$ cat src/rtl/wmfod_pkg.sv
// Shared types and constants for the management-frame OUI detector.
package wmfod_pkg;

    // Configuration register indexes
    typedef enum logic [2:0] {
        REG_OUI_COUNT = 3'd0,
        REG_OUI_ZERO  = 3'd1,
        REG_OUI_ONE   = 3'd2,
        REG_OUI_TWO   = 3'd3,
        REG_OUI_THREE = 3'd4
    } t_reg_idx;

    // Record kinds on the output stream
    typedef enum logic [1:0] {
        KIND_DONE  = 2'd0,
        KIND_TX    = 2'd1,
        KIND_RX    = 2'd2,
        KIND_PROBE = 2'd3
    } t_kind;

    localparam int OUI_REGS = 4;
    localparam int COUNT_W  = 3;
    localparam int OUI_W    = 24;
    localparam int MAC_W    = 48;

    // Frame byte positions
    localparam int RX_FIRST      = 4;
    localparam int TX_FIRST      = 10;
    localparam int HDR_BYTES     = 24;
    localparam int TAG_ID_POS    = 24;
    localparam int TAG_LEN_POS   = 25;
    localparam int TAG_END_BYTES = 26;

    localparam logic [3:0] PROBE_SUBTYPE  = 4'h4;
    localparam int         ADDR_GROUP_BIT = 40;  // 0x01 of first address byte
    localparam int         ADDR_LOCAL_BIT = 41;  // 0x02 of first address byte

    // Bit positions in the pending-record mask, in emission order
    localparam int REC_TX    = 0;
    localparam int REC_RX    = 1;
    localparam int REC_PROBE = 2;
    localparam int REC_DONE  = 3;
    localparam int REC_N     = 4;

    typedef struct packed {
        logic [COUNT_W-1:0]             count;
        logic [OUI_REGS-1:0][OUI_W-1:0] oui;
    } t_oui_cfg;

    // Everything needed at frame end, captured with the last byte
    typedef struct packed {
        logic [3:0]        subtype;
        logic              type_mgmt;
        logic [MAC_W-1:0]  rx_addr;
        logic [MAC_W-1:0]  tx_addr;
        logic              tag_zero;
        logic              len_hdr;
        logic              len_tag;
        logic              mgmt;
        logic signed [7:0] dbm;
        logic [3:0]        chan;
        logic [31:0]       total;
    } t_snap;

    typedef struct packed {
        t_kind             kind;
        logic [MAC_W-1:0]  mac;
        logic signed [7:0] dbm;
        logic [3:0]        chan;
        logic [31:0]       total;
        logic              last;
    } t_rec;

endpackage

$ cat src/rtl/wmfod_capture.sv
// Per-byte header capture, byte position tracking and management counter.
module wmfod_capture
    import wmfod_pkg::*;
#(
    parameter int MAX_FRAME_BYTES = 4096
) (
    input  logic              i_clk,
    input  logic              i_rst_n,
    input  logic              i_accept,
    input  logic [7:0]        i_byte,
    input  logic              i_end,
    input  logic              i_mgmt,
    input  logic signed [7:0] i_dbm,
    input  logic [3:0]        i_chan,
    output t_snap             o_snap
);

    localparam int POS_W = $clog2(MAX_FRAME_BYTES + 1);

    logic [POS_W-1:0] r_pos, n_pos;
    logic [7:0]       r_ctrl, n_ctrl;
    logic [MAC_W-1:0] r_rx, n_rx;
    logic [MAC_W-1:0] r_tx, n_tx;
    logic [15:0]      r_tag, n_tag;
    logic [31:0]      r_count, n_count;

    always_comb begin
        n_pos   = r_pos;
        n_ctrl  = r_ctrl;
        n_rx    = r_rx;
        n_tx    = r_tx;
        n_tag   = r_tag;
        n_count = r_count;
        if (r_pos < POS_W'(MAX_FRAME_BYTES)) begin
            n_pos = r_pos + 1'b1;
            if (r_pos == '0) begin
                n_ctrl = i_byte;
            end
            for (int k = 0; k < 6; k++) begin
                if (r_pos == POS_W'(RX_FIRST + k)) begin
                    n_rx[MAC_W-1-8*k -: 8] = i_byte;
                end
                if (r_pos == POS_W'(TX_FIRST + k)) begin
                    n_tx[MAC_W-1-8*k -: 8] = i_byte;
                end
            end
            if (r_pos == POS_W'(TAG_ID_POS)) begin
                n_tag[15:8] = i_byte;
            end
            if (r_pos == POS_W'(TAG_LEN_POS)) begin
                n_tag[7:0] = i_byte;
            end
        end
        if (i_end && i_mgmt) begin
            n_count = r_count + 32'd1;
        end
    end

    // n_pos is the frame length, capped at MAX_FRAME_BYTES, when i_end is set
    always_comb begin
        o_snap.subtype   = n_ctrl[7:4];
        o_snap.type_mgmt = (n_ctrl[3:2] == 2'b00);
        o_snap.rx_addr   = n_rx;
        o_snap.tx_addr   = n_tx;
        o_snap.tag_zero  = (n_tag == 16'd0);
        o_snap.len_hdr   = (n_pos >= POS_W'(HDR_BYTES));
        o_snap.len_tag   = (n_pos >= POS_W'(TAG_END_BYTES));
        o_snap.mgmt      = i_mgmt;
        o_snap.dbm       = i_dbm;
        o_snap.chan      = i_chan;
        o_snap.total     = n_count;
    end

    always_ff @(posedge i_clk) begin
        if (!i_rst_n) begin
            r_pos   <= '0;
            r_ctrl  <= '0;
            r_rx    <= '0;
            r_tx    <= '0;
            r_tag   <= '0;
            r_count <= '0;
        end else if (i_accept) begin
            r_pos   <= i_end ? '0 : n_pos;
            r_ctrl  <= n_ctrl;
            r_rx    <= n_rx;
            r_tx    <= n_tx;
            r_tag   <= n_tag;
            r_count <= n_count;
        end
    end

endmodule

$ cat src/rtl/wmfod_emit.sv
// Frame-end snapshot, OUI match and record sequencing.
module wmfod_emit
    import wmfod_pkg::*;
#(
    parameter int OUI_SLOTS = 4
) (
    input  logic     i_clk,
    input  logic     i_rst_n,
    input  logic     i_load,
    input  t_snap    i_snap,
    input  t_oui_cfg i_cfg,
    input  logic     i_take,
    output logic     o_free,
    output logic     o_rec_valid,
    output t_rec     o_rec
);

    logic             r_valid;
    logic [REC_N-1:0] r_issued;
    t_snap            r_snap;

    logic [REC_N-1:0] rec_mask;
    logic [REC_N-1:0] pend;
    logic [REC_N-1:0] sel;
    logic             tx_hit;
    logic             rx_hit;
    logic             hdr_ok;

    function automatic logic oui_hit(input logic [MAC_W-1:0] addr, input t_oui_cfg cfg);
        logic hit;
        hit = 1'b0;
        for (int i = 0; i < OUI_REGS; i++) begin
            if (i < OUI_SLOTS && COUNT_W'(i) < cfg.count
                && cfg.oui[i] == addr[MAC_W-1 -: OUI_W]) begin
                hit = 1'b1;
            end
        end
        return hit;
    endfunction

    always_comb begin
        hdr_ok = r_snap.mgmt && r_snap.len_hdr && r_snap.type_mgmt;
        tx_hit = oui_hit(r_snap.tx_addr, i_cfg);
        rx_hit = !r_snap.rx_addr[ADDR_GROUP_BIT] && !r_snap.rx_addr[ADDR_LOCAL_BIT]
                 && oui_hit(r_snap.rx_addr, i_cfg);
        rec_mask            = '0;
        rec_mask[REC_TX]    = hdr_ok && tx_hit;
        rec_mask[REC_RX]    = hdr_ok && rx_hit;
        rec_mask[REC_PROBE] = hdr_ok && tx_hit && r_snap.len_tag && r_snap.tag_zero
                              && (r_snap.subtype == PROBE_SUBTYPE);
        rec_mask[REC_DONE]  = 1'b1;
        pend = rec_mask & ~r_issued;
    end

    always_comb begin
        sel            = '0;
        o_rec.dbm      = r_snap.dbm;
        o_rec.chan     = r_snap.chan;
        o_rec.total    = r_snap.total;
        o_rec.kind     = KIND_DONE;
        o_rec.mac      = '0;
        o_rec.last     = 1'b1;
        sel[REC_DONE]  = 1'b1;
        if (pend[REC_TX]) begin
            sel        = '0;
            sel[REC_TX] = 1'b1;
            o_rec.kind = KIND_TX;
            o_rec.mac  = r_snap.tx_addr;
            o_rec.last = 1'b0;
        end else if (pend[REC_RX]) begin
            sel        = '0;
            sel[REC_RX] = 1'b1;
            o_rec.kind = KIND_RX;
            o_rec.mac  = r_snap.rx_addr;
            o_rec.last = 1'b0;
        end else if (pend[REC_PROBE]) begin
            sel        = '0;
            sel[REC_PROBE] = 1'b1;
            o_rec.kind = KIND_PROBE;
            o_rec.mac  = r_snap.tx_addr;
            o_rec.last = 1'b0;
        end
    end

    assign o_rec_valid = r_valid;
    assign o_free      = !r_valid || (i_take && o_rec.last);

    always_ff @(posedge i_clk) begin
        if (!i_rst_n) begin
            r_valid  <= 1'b0;
            r_issued <= '0;
        end else if (i_load) begin
            r_valid  <= 1'b1;
            r_issued <= '0;
        end else if (i_take) begin
            if (o_rec.last) begin
                r_valid <= 1'b0;
            end else begin
                r_issued <= r_issued | sel;
            end
        end
    end

    always_ff @(posedge i_clk) begin
        if (i_load) begin
            r_snap <= i_snap;
        end
    end

`ifndef SYNTHESIS
    a_load_when_free: assert property (@(posedge i_clk) disable iff (!i_rst_n)
        i_load |-> o_free)
        else $error("snapshot loaded while records still pending");

    a_last_is_done: assert property (@(posedge i_clk) disable iff (!i_rst_n)
        (o_rec_valid && o_rec.last) |-> (o_rec.kind == KIND_DONE))
        else $error("run closed by a detection record");

    a_hold_run: assert property (@(posedge i_clk) disable iff (!i_rst_n)
        (r_valid && i_take && !o_rec.last) |=> r_valid)
        else $error("run dropped before frame-done record");

    a_done_pending: assert property (@(posedge i_clk) disable iff (!i_rst_n)
        r_valid |-> !r_issued[REC_DONE])
        else $error("frame-done record marked issued while run open");
`endif

endmodule

$ cat src/rtl/wifi_mgmt_frame_oui_detector.sv
// Top level of the 802.11 management-frame vendor OUI detector.
//
//  channel   dir  handshake                  payload
//  s stream  in   i_s_tvalid / o_s_tready    tdata {chan,dbm,byte}, tlast end, tuser mgmt
//  m stream  out  o_m_tvalid / i_m_tready    tdata {total,chan,dbm,mac}, tlast, tuser kind
//  cfg       in   i_cfg_we                   i_cfg_addr index, i_cfg_wdata value
//
// One input word per cycle inside a frame while o_s_tready is high; a non-final word gives no output.
// The final word loads the frame snapshot; it yields 1 to 4 record words, one
// per cycle through the output register while i_m_tready allows, so o_s_tready
// stays low until the last record leaves the snapshot (single snapshot slot).
// Synchronous active-low reset clears position, counter, config and valids.
// Output stalls hold the output register, then the snapshot, then the input.
module wifi_mgmt_frame_oui_detector
    import wmfod_pkg::*;
#(
    parameter int MAX_FRAME_BYTES = 4096,
    parameter int OUI_SLOTS       = 4
) (
    input  logic        i_clk,
    input  logic        i_rst_n,
    // slave stream
    input  logic        i_s_tvalid,
    output logic        o_s_tready,
    input  logic [23:0] i_s_tdata,   // [7:0] frame_byte, [15:8] signal_dbm, [19:16] radio_channel
    input  logic        i_s_tlast,   // frame_end
    input  logic        i_s_tuser,   // [0] is_mgmt_packet
    // master stream
    output logic        o_m_tvalid,
    input  logic        i_m_tready,
    output logic [95:0] o_m_tdata,   // [47:0] station_mac, [55:48] hit_dbm,
                                     // [59:56] hit_channel, [91:60] mgmt_total
    output logic        o_m_tlast,   // run_last
    output logic [1:0]  o_m_tuser,   // [1:0] record_kind
    // config write port
    input  logic        i_cfg_we,
    input  logic [2:0]  i_cfg_addr,
    input  logic [23:0] i_cfg_wdata
);

    t_oui_cfg r_cfg;
    t_snap    snap;
    t_rec     rec;
    t_rec     r_out;
    logic     r_out_valid;
    logic     rec_valid;
    logic     rec_take;
    logic     snap_free;
    logic     s_accept;

    // Config registers; the user must write them only while the block is idle (not enforced here)
    always_ff @(posedge i_clk) begin
        if (!i_rst_n) begin
            r_cfg <= '0;
        end else if (i_cfg_we) begin
            unique case (i_cfg_addr)
                REG_OUI_COUNT: r_cfg.count  <= i_cfg_wdata[COUNT_W-1:0];
                REG_OUI_ZERO:  r_cfg.oui[0] <= i_cfg_wdata;
                REG_OUI_ONE:   r_cfg.oui[1] <= i_cfg_wdata;
                REG_OUI_TWO:   r_cfg.oui[2] <= i_cfg_wdata;
                REG_OUI_THREE: r_cfg.oui[3] <= i_cfg_wdata;
                default:       ;  // unmapped index, dropped
            endcase
        end
    end

    assign o_s_tready = snap_free;
    assign s_accept   = i_s_tvalid && snap_free;

    wmfod_capture #(
        .MAX_FRAME_BYTES(MAX_FRAME_BYTES)
    ) u_capture (
        .i_clk    (i_clk),
        .i_rst_n  (i_rst_n),
        .i_accept (s_accept),
        .i_byte   (i_s_tdata[7:0]),
        .i_end    (i_s_tlast),
        .i_mgmt   (i_s_tuser),
        .i_dbm    (i_s_tdata[15:8]),
        .i_chan   (i_s_tdata[19:16]),
        .o_snap   (snap)
    );

    wmfod_emit #(
        .OUI_SLOTS(OUI_SLOTS)
    ) u_emit (
        .i_clk       (i_clk),
        .i_rst_n     (i_rst_n),
        .i_load      (s_accept && i_s_tlast),
        .i_snap      (snap),
        .i_cfg       (r_cfg),
        .i_take      (rec_take),
        .o_free      (snap_free),
        .o_rec_valid (rec_valid),
        .o_rec       (rec)
    );

    // Output register: refills in the cycle the current word leaves
    assign rec_take = rec_valid && (!r_out_valid || i_m_tready);

    always_ff @(posedge i_clk) begin
        if (!i_rst_n) begin
            r_out_valid <= 1'b0;
        end else if (rec_take) begin
            r_out_valid <= 1'b1;
        end else if (i_m_tready) begin
            r_out_valid <= 1'b0;
        end
    end

    always_ff @(posedge i_clk) begin
        if (rec_take) begin
            r_out <= rec;
        end
    end

    assign o_m_tvalid = r_out_valid;
    assign o_m_tdata  = {4'd0, r_out.total, r_out.chan, r_out.dbm, r_out.mac};
    assign o_m_tlast  = r_out.last;
    assign o_m_tuser  = r_out.kind;

endmodule

$ cat config.mk
export PLATFORM = sky130hd
export DESIGN_NAME = wifi_mgmt_frame_oui_detector
export DESIGN_NICKNAME = d
export VERILOG_FILES = /design/src/rtl/wmfod_pkg.sv /design/src/rtl/wmfod_capture.sv /design/src/rtl/wmfod_emit.sv /design/src/rtl/wifi_mgmt_frame_oui_detector.sv
export SDC_FILE = /design/constraint.sdc
export NUM_CORES = 1
export LEC_CHECK = 0
export BUFFER_PORTS_ARGS = -buffer_cell sky130_fd_sc_hd__buf_2
export CORE_ASPECT_RATIO = 1.5
export CORE_UTILIZATION = 40
export DETAILED_ROUTE_END_ITERATION = 16
export PLACE_DENSITY = 0.56
export SLEW_MARGIN = 30
export SYNTH_ARGS = -nofsm -noshare
export SYNTH_HDL_FRONTEND = slang
export SYNTH_SLANG_ARGS = --single-unit
$ cat constraint.sdc
create_clock -name i_clk -period 17.46 [get_ports i_clk]
set_input_delay 2.619 -clock i_clk [delete_from_list [all_inputs] [get_ports i_clk]]
set_output_delay 2.619 -clock i_clk [all_outputs]
set_load 0.05 [all_outputs]
==> results.cfg, run 1 <==
[floorplanning]
start_util = 0.404
die_h_um = 295
die_width_um = 197
rows = 107
die_area_mm2 = 0.0582
io_pins = 159
core_mm2 = 0.0566

[yosys]
ys_seq_area_frac = 0.554
synth_top_flop_cell = dfxtp_1
syn_area_per_cell_um2 = 10.3
synth_top_area_share = 0.320
yosys_warnings = 0
synthArstFlopShare = 0
syn_inst = 2216
synth_area_leaders = edfxtp_1 (32%), dfxtp_1 (23%), nand2_1 (6.2%)
synth_edf_count = 244
synthDistinctLibCells = 61
ys_seq_elements = 511
synth_top_area_cell = edfxtp_1
syn_area_mm2 = 0.0229

[detailed_routing]
drt_wl_total_mm = 67.8
viasPerCell = 5.42
ant_nets = 0
dr.first_iter.drc_count = 1041
wl_per_cell_um = 22.1
drc = 0
dr.pass1.iters = 7
num_vias = 16597

[sta]
finalMaxSlewViolations = 0
rsz0062_at_grt = no
fin_crit_ns = 6.68
slew-limit-headroom = 0.388
fin_skew_ns = 0.0252
max_freq_mhz = 150
fin_crit_sh = 0.383
finalSetupViolations = 0
hold_viol_final = 0
setup_tns_ns = 0
worstMarginPinSlew_ns = 0.917

[power_and_ir_drop]
powerDensity_mw_per_mm2 = 98.5
static-leakage-power_nw = 9.07
total_power_w = 0.00253
irDropWorstVdd_mv = 0.0797

[run]
cap_violations = 0

[worst_setup_path]
critPathArrivalTime_ns = 4.06
cp-start-kind = input pin
cp_max_fo = 6
end_kind = primary output
crit_required_ns = 14.84
path_class = input pin to primary output

[cells_and_area]
fillCellCount = 5301
post-route-util = 0.453
drive_above_1_share = 0.156
fin_nets = 2323
layout.cells.non_filler = 3065
area_growth_pct = 12.2
diodes = 0

[clock_tree]
cts_htree_levels = 2
cts_resized = 0
cts_made_buffers = 51
postCtsSetupRepairBufs = 0
holdBufCountCts = 0
clk_path_buf_depth = 3
cts_tree = done
clk_latency_ns = 0.61
clock_sinks = 511
clkTransAtPathRegs_ns = 0.06
root_buffer = clkbuf_16

[global_routing]
grt_pass1_wl_mm = 101
grt_pass1_vias = 16424
grt_max_degree = 126
overflow = 0
grt_antenna_before_repair = 0
grt_usage = 0.233

[outcome]
outcome = finished clean

[placement]
place_congestion = 1.02
portBuffers = 150
dp_hpwl_mm = 48.0
place_inst = 2968

[worst_hold_path]
hold_path_class = flop to flop
[synthesized netlist by cell type, types with 10 or more instances]
master    number
nand2_1      375
dfxtp_1      267
edfxtp_1     244
a21oi_1      139
o21ai_0      136
nand3_1      134
xnor2_1      114
xor2_1       114
clkbuf_1     106
mux2_2       101
nor4_1        55
a22o_1        48
nand4_1       48
nor2_1        48
buf_2         44
or3_1         30
mux2i_1       22
nor3_1        18
inv_1         15
buf_1         14
and3_1        12
or4_1         10
[final timing paths]
kind                           from            endpoint  slack, ns  cells after the start
hold / removal     u_emit.o_rec[30]       o_m_tdata[89]       0.41                      0
hold reg to reg    u_emit.o_rec[30]       o_m_tdata[89]       0.41                      0
setup / recovery         i_m_tready          o_s_tready      10.78                      6
setup reg to reg  u_emit.r_snap[85]  u_capture.r_rx[13]      12.66                      9
[where the power goes]
group,switching [W],internal [W],total [W]
Sequential,0.0000213,0.00127,0.00130
Combinational,0.000110,0.0000345,0.000145
Clock,0.000476,0.000611,0.00109
Total,0.000608,0.00192,0.00253
[layout make-up]
type,instances,area [µm²],share of cell area
repair buffers,165,912,0.0356
flip-flops and latches,511,12700,0.494
clock inverters,26,223,0.00868
well taps,763,955,0.0372
multi-input cells,1515,9420,0.367
inverters,16,62.6,0.00244
clock buffers,69,1410,0.0548
[metal layers]
| layer | track usage | routed length, µm |
|---|---|---|
| met4 | 0.140 | 4020 |
| met1 | 0.260 | 26000 |
| met2 | 0.418 | 35100 |
| met3 | 0.0299 | 2620 |
| met5 | 0 | 0 |
[cell families (layout without fill, tap and decap cells)]
kind of cell	Yosys count	after routing	synth area share
AOI/OAI and AO/OA	361	361	0.0911
and+or+nand+nor	794	794	0.169
xor gates and xnor gates	228	228	0.0873
DFF	511	511	0.554
adders and majority gates	5	5	0.00274
muxes	123	123	0.0594
other	1	4	0.000164
buffers and inverters	193	276	0.0364
[worst max-delay path, stage by stage]
cell	delay [ns]
buf_2	0.10
nor2b_1	0.38
and2_1	0.24
or3_1	0.43
inv_1	0.07
buf_2	0.22
[per-stage QoR]
step           worst slack, ns  area, µm²  hold WS, ns
2_1_floorplan             7.00      22900        0.400
3_3_place_gp             10.72      23900        0.401
3_5_place_dp             10.72      24000        0.405
4_1_cts                  10.71      25600        0.415
5_1_grt                  10.65      25700        0.421
6_report                 10.78      25700        0.414
[placed cells by master (no fill, tap or decap), types with 8 or more instances in the layout]
cell       Yosys  final
inv_1         15     15
and3_1        12     10
nor3_1        18     18
o21ai_0      136    136
nor2_1        48     44
clkbuf_16      0     52
dfxtp_1      267    267
nand2b_1       8      8
o31ai_1        9      9
nor4b_1        9      9
nand2_1      375    375
a22o_1        48     48
mux2_2       101    101
buf_4          5      9
or4_1         10     10
edfxtp_1     244    244
nor4_1        55     54
buf_2         44    149
xor2_1       114    114
mux2i_1       22     22
nand4_1       48     48
or3_1         30     30
a21oi_1      139    139
nand3_1      134    132
clkinv_1       1      8
clkbuf_1     106     12
xnor2_1      114    114
[flip-flops by register name (all words and copies together) (netlist names)]
name	cells
u_capture.r_count	32
o_m_tvalid	1
u_capture.r_ctrl	6
u_capture.r_tag	16
r_cfg	99
u_emit.o_rec	44
o_m_tlast	1
u_capture.r_tx	48
u_emit.r_issued	3
u_emit.r_snap	105
u_capture.r_pos	13
u_emit.o_rec_valid	1
o_m_tdata	92
o_m_tuser	2
u_capture.r_rx	48
(Power assumes the default switching activity.)
==> inputs of run 2 (changes only) <==
--- a/config.mk
+++ b/config.mk
@@ -9,7 +9,7 @@
 export CORE_ASPECT_RATIO = 1.5
 export CORE_UTILIZATION = 40
 export DETAILED_ROUTE_END_ITERATION = 16
-export PLACE_DENSITY = 0.56
+export PLACE_DENSITY = 0.58
 export SLEW_MARGIN = 30
 export SYNTH_ARGS = -nofsm -noshare
 export SYNTH_HDL_FRONTEND = slang
==> constraint.sdc (replaced) <==
create_clock -name i_clk -period 5.41 [get_ports i_clk]
set_input_delay 0.8115 -clock i_clk [delete_from_list [all_inputs] [get_ports i_clk]]
set_output_delay 0.8115 -clock i_clk [all_outputs]
set_load 0.05 [all_outputs]
==> results.cfg, run 2 (synthesized netlist as in run 1, its figures left out) <==
[outcome]
outcome = finished clean

[global_routing]
gr-usage-met2 = 0.440
overflow = 0
grt_max_degree = 199
grt_antenna_before_repair = 0
busiest_layer = met2
grt_pass1_vias = 16396
grt_usage = 0.239
met1_usage = 0.263
met3_usage = 0.0263
grt_pass1_wl_mm = 102

[sta]
fin_crit_ns = 4.47
hold_viol_final = 0
fin_skew_ns = 0.0242
fin_crit_sh = 0.826
fin_ws_ns = 0.940
finalSetupViolations = 0
finalMaxSlewViolations = 0
slew-limit-headroom = 0.416
max_freq_mhz = 224
setup_tns_ns = 0
rsz0062_at_grt = no
worstMarginPinSlew_ns = 0.876

[clock_tree]
postCtsSetupRepairBufs = 0
cts_htree_levels = 2
clkTransAtPathRegs_ns = 0.06
clk_latency_ns = 0.61
holdBufCountCts = 0
clk_path_buf_depth = 3
cts_tree = done
cts_made_buffers = 51
cts_resized = 0
root_buffer = clkbuf_16
clock_sinks = 511

[detailed_routing]
drc = 0
ant_nets = 0
num_vias = 16636
dr.pass1.iters = 5
viasPerCell = 5.43
drt_wl_total_mm = 69.7
wl_per_cell_um = 22.8
dr.first_iter.drc_count = 941

[cells_and_area]
top_register = u_emit.r_snap
post-route-util = 0.454
largest_reg_flops = 105
fin_area_mm2 = 0.0257
fin_nets = 2323
fillCellCount = 5263
area_growth_pct = 12.5
final_cell_mix = nand2_1 (375), dfxtp_1 (267), edfxtp_1 (244)
drive_above_1_share = 0.159
layout_commonest_cell = nand2_1
diodes = 0

[worst_setup_path]
crit_required_ns = 4.60
cp_slowest_cell = edfxtp_1
end_kind = primary output
cp.buffers_inverters = 2
cp_max_fo = 6
worst_path_largest_cell_delay_ns = 0.57
crit_family = simple AND/OR/NAND/NOR gates
path_class = flop to primary output
cp_cell_sequence = xnor2_1 > nand4_1 > nor4_1 > a22o_1 > o311a_1 > or3_1 > inv_1 > buf_2
critPathArrivalTime_ns = 3.66
cp-start-kind = flop

[placement]
preCtsSetupSlack_ns = 1.33
place_congestion = 0.969
portBuffers = 150
place_area_mm2 = 0.0240
dp_hpwl_mm = 50.2

[power_and_ir_drop]
comb_power_share = 0.057
clkPwrFrac = 0.433
irDropWorstVdd_mv = 0.215
swShare = 0.243
static-leakage-power_nw = 9.11
p_seq_frac = 0.509
p_int_w = 0.00621
p_switching_w = 0.00200
powerDensity_mw_per_mm2 = 319

[worst_hold_path]
hold_path_class = input pin to flop

[floorplanning]
die_width_um = 197
die_area_mm2 = 0.0582
die_h_um = 295
rows = 107
start_util = 0.404
core_mm2 = 0.0566
io_pins = 159

[run]
cap_violations = 0
[run 2: worst reg2reg max path: cells and delay by family, from the launching register on]
kind,cells,cell delay [ns]
DFF,1,0.57
and+or+nand+nor,3,1.27
xor gates and xnor gates,1,0.53
buffers and inverters,1,0.59
AOI/OAI and AO/OA,3,0.98
[run 2: layout make-up]
cell class	instances	area, µm²	share of cell area
timing repair buffer	165	935	0.0363
sequential	511	12700	0.493
clock buffer	63	1390	0.0541
clock inverter	32	289	0.0112
inverter	16	62.6	0.00243
multi-input combinational	1515	9420	0.366
tap	763	955	0.0371
[run 2: final timing paths]
path,slack (ns),to,from,cells past startpoint
worst max-delay path,0.94,o_s_tready,u_emit.r_snap[137],8
worst min-delay path,0.39,u_emit.o_rec[42],i_s_tdata[13],1
worst min register to register,0.42,o_m_tdata[62],u_emit.o_rec[3],0
worst max register to register,1.32,u_capture.r_rx[25],u_emit.r_snap[137],8
[run 2: through the flow]
| stage | std cells | hold WS [ns] | power [W] |
|---|---|---|---|
| after floorplan | 2219 | 0.400 | 0.00455 |
| after global placement | 2968 | 0.401 | 0.00473 |
| after detailed placement | 2970 | 0.405 | 0.00474 |
| after CTS | 3065 | 0.353 | 0.00831 |
| after global routing | 3065 | 0.366 | 0.00848 |
| final | 3065 | 0.390 | 0.00821 |
[run 2: power by group through the flow]
| stage | combinational, W | sequential [W] | clock (W) |
|---|---|---|---|
| 2_1_floorplan | 0.000270 | 0.00428 | 0 |
| 3_3_place_gp | 0.000465 | 0.00426 | 0 |
| 3_5_place_dp | 0.000471 | 0.00427 | 0 |
| 4_1_cts | 0.000472 | 0.00418 | 0.00365 |
| 5_1_grt | 0.000500 | 0.00419 | 0.00380 |
| 6_report | 0.000471 | 0.00418 | 0.00356 |
[run 2: metal layers]
| metal | vias to the layer above | wire [µm] |
|---|---|---|
| li1 | 7948 | - |
| met1 | 8171 | 26800 |
| met3 | 147 | 2090 |
| met4 | 0 | 4110 |
| met5 | - | 0 |
| met2 | 370 | 36700 |
==> inputs of run 3 (changes only) <==
--- a/config.mk
+++ b/config.mk
@@ -5,6 +5,7 @@
 export SDC_FILE = /design/constraint.sdc
 export NUM_CORES = 1
 export LEC_CHECK = 0
+export ABC_AREA = 1
 export BUFFER_PORTS_ARGS = -buffer_cell sky130_fd_sc_hd__buf_2
 export CORE_ASPECT_RATIO = 1.5
 export CORE_UTILIZATION = 40
==> constraint.sdc (replaced) <==
create_clock -name i_clk -period 4 [get_ports i_clk]
set_input_delay 0.6 -clock i_clk [delete_from_list [all_inputs] [get_ports i_clk]]
set_output_delay 0.6 -clock i_clk [all_outputs]
set_load 0.05 [all_outputs]
==> results.cfg, run 3 <==
[floorplanning]
rows = 107
die_width_um = 198
start_util = 0.405
die_h_um = 296
core_mm2 = 0.0568
die_area_mm2 = 0.0584
io_pins = 159

[run]
cap_violations = 0

[worst_setup_path]
cp_max_fo = 23
reg2reg_slack_ns = 0.38
cp-start-kind = flop
critPathArrivalTime_ns = 3.28
worstReg2RegStart = u_emit.r_snap[80]
end_kind = primary output
crit_required_ns = 3.40
path_class = flop to primary output
startpoint = u_emit.r_snap[80]

[outcome]
outcome = finished clean

[global_routing]
grt_pass1_vias = 18221
grt_antenna_before_repair = 1
grt_pass1_wl_mm = 112
grt_max_degree = 93
overflow = 0
grt_usage = 0.259

[detailed_routing]
num_vias = 19064
wl_per_cell_um = 20.9
dr.first_iter.drc_count = 1202
drc = 0
viasPerCell = 5.24
drt_wl_total_mm = 76.0
dr.pass1.iters = 6
ant_nets = 0

[yosys]
ys_seq_area_frac = 0.551
synth_top_area_cell = edfxtp_1
synth_edf_count = 244
ys_seq_elements = 511
synthArstFlopShare = 0
synth_area_leaders = edfxtp_1 (32%), dfxtp_1 (23%), nand2_1 (12%)
synthDistinctLibCells = 40
synth_top_area_share = 0.319
syn_area_per_cell_um2 = 8.37
syn_inst = 2744
yosys_warnings = 0
synth_top_flop_cell = dfxtp_1
post-synth-top-count-cell = nand2_1
syn_area_mm2 = 0.0230
synth_commonest_cells = nand2_1 (707), dfxtp_1 (267), a21oi_1 (253), o21ai_0 (252), edfxtp_1 (244)

[sta]
fin_crit_ns = 3.88
fin_skew_ns = 0.0134
slew-limit-headroom = 0.361
rsz0062_at_grt = no
finalSetupViolations = 0
finalMaxSlewViolations = 0
fin_crit_sh = 0.969
hold_viol_final = 0
max_freq_mhz = 258
worstMarginPinSlew_ns = 0.956

[power_and_ir_drop]
clkPwrFrac = 0.437
p_int_w = 0.00869
static-leakage-power_nw = 9.65
p_switching_w = 0.00284
swShare = 0.246
total_power_w = 0.0115
irDropWorstVdd_mv = 0.415
p_seq_frac = 0.495
powerDensity_mw_per_mm2 = 442
comb_power_share = 0.069

[cells_and_area]
largest_reg_flops = 105
layout.cells.non_filler = 3636
fin_nets = 2892
layout_commonest_cell = nand2_1
area_growth_pct = 13.4
top_register = u_emit.r_snap
drive_above_1_share = 0.106
final_cell_mix = nand2_1 (706), dfxtp_1 (267), a21oi_1 (253)

[clock_tree]
holdBufCountCts = 0
clkTransAtPathRegs_ns = 0.07
cts_made_buffers = 51
clk_latency_ns = 0.61
clock_sinks = 511
root_buffer = clkbuf_16
cts_htree_levels = 2
clk_path_buf_depth = 3
cts_tree = done

[worst_hold_path]
hold_start = i_s_tdata[8]
hold_path_class = input pin to flop

[placement]
portBuffers = 150
place_congestion = 0.957
place_inst = 3538
dp_hpwl_mm = 52.6
[run 3: cell count changes in the layout (fill, tap and decap cells not counted), sizes merged, moves of 98 or more]
cell,before,now
nand2,375,712
inv,20,224
nor2,48,202
o21ai,136,258
a21oi,139,253
mux2,101,0
nand3,134,232
[run 3: cells by family (layout without fill, tap and decap cells)]
| kind of cell | after synthesis | in the layout | synth area share |
|---|---|---|---|
| AOI/OAI and AO/OA | 540 | 540 | 0.120 |
| muxes | 1 | 1 | 0.000436 |
| xor gates and xnor gates | 102 | 102 | 0.0389 |
| other | 1 | 6 | 0.000163 |
| adders and majority gates | 5 | 5 | 0.00272 |
| DFF | 511 | 511 | 0.551 |
| and+or+nand+nor | 1208 | 1208 | 0.217 |
| buffers and inverters | 376 | 500 | 0.0694 |
[run 3: worst max-delay path, cell delays in order (launching register included)]
cell	delay [ns]
edfxtp_1	0.54
a21oi_1	0.58
nand2_1	0.10
nor2_1	0.24
nand3_1	0.14
nor2_1	0.10
nor2_1	0.05
nand2_2	0.14
nand3_2	0.11
nand4_1	0.22
nand2_8	0.17
buf_2	0.26
[run 3: cell type report]
type                    instances  area, µm²
clock buffers                  64       1340
repair buffers                180       1070
flip-flops and latches        511      12700
inverters                     225        851
well taps                     763        955
fillers                      5610      30700
multi-input cells            1860       8800
diodes                          2       5.00
clock inverters                31        384
[run 3: final timing paths]
kind / end / cells past startpoint
worst min register to register: o_m_tdata[61] / 0
worst max-delay path: o_s_tready / 11
worst max register to register: u_capture.r_ctrl[2] / 14
worst min-delay path: u_emit.o_rec[37] / 1
[run 3: through the flow]
step | instance area [µm²] | utilization | setup WS (ns) | TNS [ns] | hold WS (ns)
6_report | 26100 | 0.459 | 0.123 | 0 | 0.165
5_1_grt | 26100 | 0.459 | 0.0342 | 0 | 0.143
4_1_cts | 26100 | 0.459 | 0.152 | 0 | 0.136
3_5_place_dp | 24300 | 0.429 | 0.488 | 0 | 0.405
3_3_place_gp | 24300 | 0.429 | 0.544 | 0 | 0.401
2_1_floorplan | 23000 | - | -0.175 | -26.02 | 0.400
[run 3: power by group through the flow]
| stage | Clock (W) | Combinational (W) | Sequential, W |
|---|---|---|---|
| after global routing | 0.00532 | 0.000859 | 0.00571 |
| after detailed placement | 0 | 0.000794 | 0.00581 |
| after global placement | 0 | 0.000789 | 0.00581 |
| after CTS | 0.00515 | 0.000797 | 0.00570 |
| final | 0.00503 | 0.000794 | 0.00570 |
| after floorplan | 0 | 0.000430 | 0.00587 |
[run 3: routing by layer]
metal / routed length, µm / part of all wire / vias to the layer above / global-route usage
met5: 0 / 0 / - / 0
met4: 5190 / 0.068 / 0 / 0.171
met3: 2840 / 0.037 / 177 / 0.0305
met2: 39300 / 0.52 / 572 / 0.465
met1: 28700 / 0.38 / 9039 / 0.286
li1: - / - / 9276 / -
[run 3: what timing repair did]
| action | 4_1_cts | 5_1_grt |
|---|---|---|
| setup endpoints to repair | 0 | 1 |
| setup buffers | 0 | 1 |
| gates resized for setup | 0 | 1 |
